==> config.mk <==
export PLATFORM = sky130hd
export DESIGN_NAME = ccprng_mul64
export DESIGN_NICKNAME = d
export VERILOG_FILES = /design/src/design/ccprng_pkg.sv /design/src/design/ccprng_mul64.sv
export SDC_FILE = /design/constraint.sdc
export NUM_CORES = 2
export LEC_CHECK = 0
export ABC_AREA = 1
export BUFFER_PORTS_ARGS = -buffer_cell sky130_fd_sc_hd__buf_2
export CAP_MARGIN = 20
export CORE_MARGIN = 2
export CORE_UTILIZATION = 40
export DETAILED_ROUTE_END_ITERATION = 10
export PLACE_DENSITY_LB_ADDON = 0.3
export SLEW_MARGIN = 15
export SYNTH_ARGS = -nofsm -noshare
export SYNTH_HDL_FRONTEND = slang
export SYNTH_SLANG_ARGS = --single-unit
==> constraint.sdc <==
create_clock -name i_clk -period 11.8 [get_ports i_clk]
set_clock_uncertainty 0.05 [all_clocks]
set_input_delay 0.59 -clock i_clk [delete_from_list [all_inputs] [get_ports i_clk]]
set_output_delay 0.59 -clock i_clk [all_outputs]
set_load 0.005 [all_outputs]
==> src/design/ccprng_pkg.sv <==
package ccprng_pkg;

    localparam int MaxBurstDefault = 16;
    localparam int BufWords        = 8;
    localparam int NumRegs         = 6;

    typedef enum logic [1:0] {
        OP_RESEED_KEY  = 2'd0,
        OP_RESEED_SEED = 2'd1,
        OP_DRAW        = 2'd2,
        OP_UNUSED      = 2'd3
    } t_opcode;

    typedef enum logic [1:0] {
        ST_OK        = 2'd0,
        ST_EXHAUSTED = 2'd1,
        ST_NOT_SEED  = 2'd2,
        ST_RSVD      = 2'd3
    } t_status;

    localparam logic [2:0] REG_KEY01 = 3'd0;
    localparam logic [2:0] REG_KEY23 = 3'd1;
    localparam logic [2:0] REG_KEY45 = 3'd2;
    localparam logic [2:0] REG_KEY67 = 3'd3;
    localparam logic [2:0] REG_NONCE = 3'd4;
    localparam logic [2:0] REG_SEED  = 3'd5;

    localparam logic [63:0] SM_GAMMA = 64'h9e3779b97f4a7c15;
    localparam logic [63:0] SM_MUL1  = 64'hbf58476d1ce4e5b9;
    localparam logic [63:0] SM_MUL2  = 64'h94d049bb133111eb;

    typedef struct packed {
        logic [1:0] opcode;
        logic [4:0] word_count;
    } t_in_item;

    typedef struct packed {
        logic [63:0] random_word;
        logic [1:0]  status;
        logic        last;
    } t_out_item;

    function automatic logic [31:0] sigma(input logic [1:0] i);
        logic [31:0] v;
        case (i)
            2'd0:    v = 32'h61707865;
            2'd1:    v = 32'h3320646e;
            2'd2:    v = 32'h79622d32;
            default: v = 32'h6b206574;
        endcase
        return v;
    endfunction

    function automatic logic [31:0] rotl(input logic [31:0] v, input int n);
        return (v << n) | (v >> (32 - n));
    endfunction

    // one full quarter round on a/b/c/d
    function automatic logic [127:0] qround(input logic [31:0] a, input logic [31:0] b,
                                            input logic [31:0] c, input logic [31:0] d);
        logic [31:0] ta, tb, tc, td;
        ta = a + b;   td = rotl(d ^ ta, 16);
        tc = c + td;  tb = rotl(b ^ tc, 12);
        ta = ta + tb; td = rotl(td ^ ta, 8);
        tc = tc + td; tb = rotl(tb ^ tc, 7);
        return {ta, tb, tc, td};
    endfunction

endpackage

==> src/design/ccprng_mul64.sv <==
module ccprng_mul64
    import ccprng_pkg::*;
(
    input  logic        i_clk,
    input  logic        i_rst_n,
    input  logic        i_start,
    input  logic [63:0] i_a,
    input  logic [63:0] i_b,
    output logic        o_done,
    output logic [63:0] o_p
);
    // low 64 bits of a*b from 32x32 partial products, one a cycle
    logic [1:0]  r_step, n_step;
    logic        r_busy, n_busy;
    logic [63:0] r_acc, n_acc;
    logic [63:0] r_a, r_b;
    logic [31:0] w_x, w_y;
    logic [63:0] w_pp;

    always_comb begin
        case (r_step)
            2'd0:    begin w_x = r_a[31:0];  w_y = r_b[31:0];  end
            2'd1:    begin w_x = r_a[31:0];  w_y = r_b[63:32]; end
            default: begin w_x = r_a[63:32]; w_y = r_b[31:0];  end
        endcase
        w_pp = 64'(w_x) * 64'(w_y);
        n_step = r_step;
        n_busy = r_busy;
        n_acc  = r_acc;
        if (i_start) begin
            n_step = 2'd0;
            n_busy = 1'b1;
            n_acc  = '0;
        end else if (r_busy) begin
            if (r_step == 2'd0) n_acc = r_acc + w_pp;
            else                n_acc = r_acc + {w_pp[31:0], 32'd0};
            n_step = r_step + 2'd1;
            if (r_step == 2'd2) n_busy = 1'b0;
        end
    end

    always_ff @(posedge i_clk) begin
        if (!i_rst_n) begin
            r_busy <= 1'b0;
            r_step <= 2'd0;
        end else begin
            r_busy <= n_busy;
            r_step <= n_step;
        end
        r_acc <= n_acc;
        if (i_start) begin
            r_a <= i_a;
            r_b <= i_b;
        end
    end

    // final sum, valid while o_done, independent of a new start
    assign o_done = r_busy && (r_step == 2'd2);
    assign o_p    = r_acc + {w_pp[31:0], 32'd0};
endmodule

# Word level (Yosys, flattened, before mapping)
# Index checks and enable logic that the tools add are counted.
[totals]
ff_bits = 195
input_bits = 131
output_inout_bits = 65
elab_cells = 22
[op_classes]
n_addsub = 3
multipliers = 1
n_eq_ne = 2
mux = 6
bitwise = 1
n_reduce_logical = 4
[ops]
columns = ["op", "count"]
rows = [
  ["64-bit adder", 2],
  ["32-bit by 32-bit multiplier with 64-bit output", 1],
  ["32-bit two-way mux", 2],
  ["64-bit two-way mux", 1],
  ["2-bit OR reduction", 2],
  ["1-bit two-way mux", 3],
  ["2-bit by 1-bit adder with 2-bit output, second input constant", 1],
  ["2-bit by 1-bit equality test with 1-bit output, second input constant", 1],
  ["2-bit equality test, second input constant", 1],
  ["2-bit zero test", 1],
  ["1-bit logical AND", 1],
  ["1-bit inverter", 1],
]

# Logic depth before layout (Yosys ltp)
[logic_depth]
ltp_word = 6
depth_mapped = 53

# Least setup slack after synthesis
# No wires, ideal clock.
[synth_path]
kind = "reg2out"
from = "register r_step[0]"
to = "output o_p[59]"
t_arrival_ps = 8296
t_required_ps = 11160
path_slack_ps = 2864
stages_incl_launch_ff = 40
n_path_buf = 3
cell_sequence = "dfxtp_1 > inv_1 > ha_1 > buf_2 > nor2_4 > inv_2 > clkbuf_1 > or2_2 > o21ai_2 > buf_2 > nor2_1 > fa_1 > inv_1 > fa_1 > fa_1 > fa_1 > inv_1 > fa_1 > [4 not listed] > fa_1 > ha_1 > nand2_1 > o21ai_0 > a21oi_1 > a21boi_1 > o21bai_1 > xor2_1 > ha_1 > nand2_1 > nor2_1 > inv_1 > nor2_1 > nand3_1 > or2_1 > nand2_1 > nand2_1 > nand2_1"
[synth_via]
elab_chain_len = 5
[synth_rtl]
columns = ["element", "line_no", "source"]
rows = [
  ["from (decl)", "ccprng_mul64.sv:13", "logic [1:0] r_step, n_step;"],
  ["from (signal assigned)", "ccprng_mul64.sv:48", "r_step <= n_step;"],
  ["2-bit by 1-bit equality test with 1-bit output / 2-bit zero test (equally long branches)", "ccprng_mul64.sv:21", "case (r_step)"],
  ["2-bit OR reduction (no line)", "-", ""],
  ["32-bit two-way mux", "ccprng_mul64.sv:21", ""],
  ["32-bit by 32-bit multiplier with 64-bit output (*)", "ccprng_mul64.sv:26", "w_pp = 64'(w_x) * 64'(w_y);"],
  ["64-bit adder (*)", "ccprng_mul64.sv:59", "assign o_p = r_acc + {w_pp[31:0], 32'd0};"],
  ["to (decl)", "ccprng_mul64.sv:10", "output logic [63:0] o_p"],
]
# Every way passes the cells marked *; elsewhere a longest branch is shown, timed or not.

# Final worst setup path
[layout_path]
from = "register r_step[1]"
to = "output o_p[63]"
# The elaborated chain is that of the path after synthesis.

==> flow_summary.ini <==
[yosys]
seq_area_frac_synth = 0.110
yosysTopAreaCellShare = 0.380
syn_inst = 5976
syn_nets = 7376
yosysUniqueCellTypes = 54
yosysWarnings = 0
syn_avg_cell_area_sq_um = 7.92
syn_area_sq_um = 47300
synth_edf_count = 128
synthTopCellsByArea = fa_1, inv_1, ha_1
ys_ff_latch = 195
synth_flop_cell = edfxtp_1
async_reset_ff_frac = 0
synth_area_leader_cell = fa_1

[cts]
insertion_delay_ns = 0.55
cts_buffers = 17
cts.sinks = 195
clockRootBuffer = clkbuf_16
postCtsSetupBuffers = 0
cts_buffer_depth = 2
htree_levels = 4
ctsHoldBuffers = 0
cts_tree = yes
cts.clk_slew.worst_paths_ns = 0.10
postCtsResizedCells = 0

[worst_hold_path]
hold_class = in2reg
hp-start = i_a[36]

[setup_path]
end_kind = primary output
timing.rr.start = r_step[1]$_SDFFE_PP0P_
startpoint_type = flop
crit_path_top_delay_cell = o21ai_2
cp-startpoint = r_step[1]$_SDFFE_PP0P_
path_delay_family = adder cells
critPathArrivalTime_ns = 10.74
crit_path_max_fanout = 36
cpMostUsedCell = fa_1
critical_path_buf_inv_count = 8
cpPeakStageDelay_ns = 0.69
worstPathRequired_ns = 11.16
worstSetupPathType = reg2out

[sta]
finalMaxSlewViolations = 0
finalCriticalPeriod_ns = 11.38
slew_headroom = 0.223
fmax_mhz = 87.9
finalSetupTns_ns = 0
rsz0062_at_grt = false
finalCritPeriodShare = 0.964
finalHoldViolCount = 0
worstMarginPinSlew_ns = 1.17
setup_violations = 0

[global_routing]
grt-busiest-layer = met2
use_met2 = 0.454
grt_max_degree = 68
grt.total_usage = 0.291
antenna_found_initial = 6
grtUsageMet1 = 0.391
use_met3 = 0.0522
overflow = 0
grt_pass1_wl_microns = 261000
grt_pass1_vias = 41635

[finish]
areaGrowthSynthToFinish_pct = 7.80
drive_gt1_frac = 0.0893
final_common_cell = inv_1
final_cell_mix = inv_1, nand2_1, fa_1, nor2_1, ha_1
final_nets = 7512

[routing]
num_vias = 40834
via_per_inst = 5.33
wirelength_microns = 173000
wire_per_inst_microns = 22.6
route.detailed.drc = 0
drt_iter0_markers = 3762
ant_nets = 0
first_pass_iters = 6

[outcome]
run_status = finished clean

[floorplan]
rows = 126
die-area_sq_um = 121000
die_h_microns = 348
core_sq_um = 118000
ios = 196
die_w_microns = 348
initial_utilization = 0.402

[place]
gp_congestion = 1.06
port_buffers = 195
hpwl_microns = 147000

[run]
drv_cap = 0
## through the flow
step	instances	worst slack, ns	util	hold WS [ns]	instance area [sq um]
2_1_floorplan	5976	2.86	-	0.406	47300
3_3_place_gp	7629	0.754	0.428	0.446	50400
3_5_place_dp	7629	0.694	0.428	0.448	50400
4_1_cts	7661	0.395	0.433	0.107	51000
5_1_grt	7661	0.0206	0.433	0.142	51000
6_report	7663	0.419	0.433	0.157	51000
## cells by family after synthesis
logic type               synth area share
flip-flops                          0.110
AO/OA/AOI/OAI                      0.0746
buffers and inverters               0.129
XOR/XNOR                           0.0181
AND/OR/NAND/NOR                     0.191
adder cells (fa/ha/maj)             0.478
## synth_stat cells, types with 4 or more instances
library cell,n
nand3_2,10
xor2_1,51
inv_1,1308
ha_1,371
or2_2,29
o21a_1,7
o21bai_1,32
nor4_1,6
nor3_1,32
nor2_2,14
a21o_1,17
a31oi_1,23
clkinv_1,7
dfxtp_1,67
o211ai_1,23
a21oi_1,251
buf_2,80
edfxtp_1,128
clkbuf_1,102
nand2_2,15
o21ai_2,30
nor2_1,838
a21oi_2,12
buf_4,41
and3_1,4
nand4_1,17
nand2_1,1117
a21boi_0,8
xnor2_1,45
o21ai_1,33
or2_1,10
inv_2,21
o21ai_0,144
fa_1,898
nand3_1,151
buf_1,5
## metal layers
layer,wire length [microns],vias up
met1,70600,20368
met2,77400,1947
met3,15400,357
met4,9940,4
li1,-,18158
met5,32,-
## worst register-to-register path: cells and delay by family (launching register included)
family                     cells  cell delay [ns]
adders and majority gates     11             5.18
and+or+nand+nor               12             1.88
AOI/OAI and AO/OA              6             1.81
buffers and inverters         11             1.64
DFF                            1             0.32
xor gates and xnor gates       1             0.27
## layout make-up
type                            count  area (sq um)
Antenna cell                        2          5.00
Clock buffer                       17           425
Clock inverter                     15           239
Fill cell                       11959         66700
Inverter                         1336          5010
Multi-Input combinational cell   4217         36100
Sequential cell                   195          5180
Tap cell                         1536          1920
Timing Repair Buffer              345          2110
## state kept, by name, indices dropped and copies added, names as in the netlist
register,flops
r_a,64
r_acc,64
r_step,2
r_b,64
r_busy,1
## path summary, 6_finish.rpt
check | slack, ns | depth (start not counted) | to
max reg2reg | 0.57 | 41 | r_acc[56]$_SDFFE_PP0P_
max | 0.42 | 34 | o_p[63]
min reg2reg | 0.47 | 2 | r_acc[62]$_SDFFE_PP0P_
min | 0.16 | 1 | r_a[36]$_DFFE_PP_
Power is left out: the tool's default activity adds up to more than one toggle a clock period on the data nets, which glitch-free logic cannot reach.
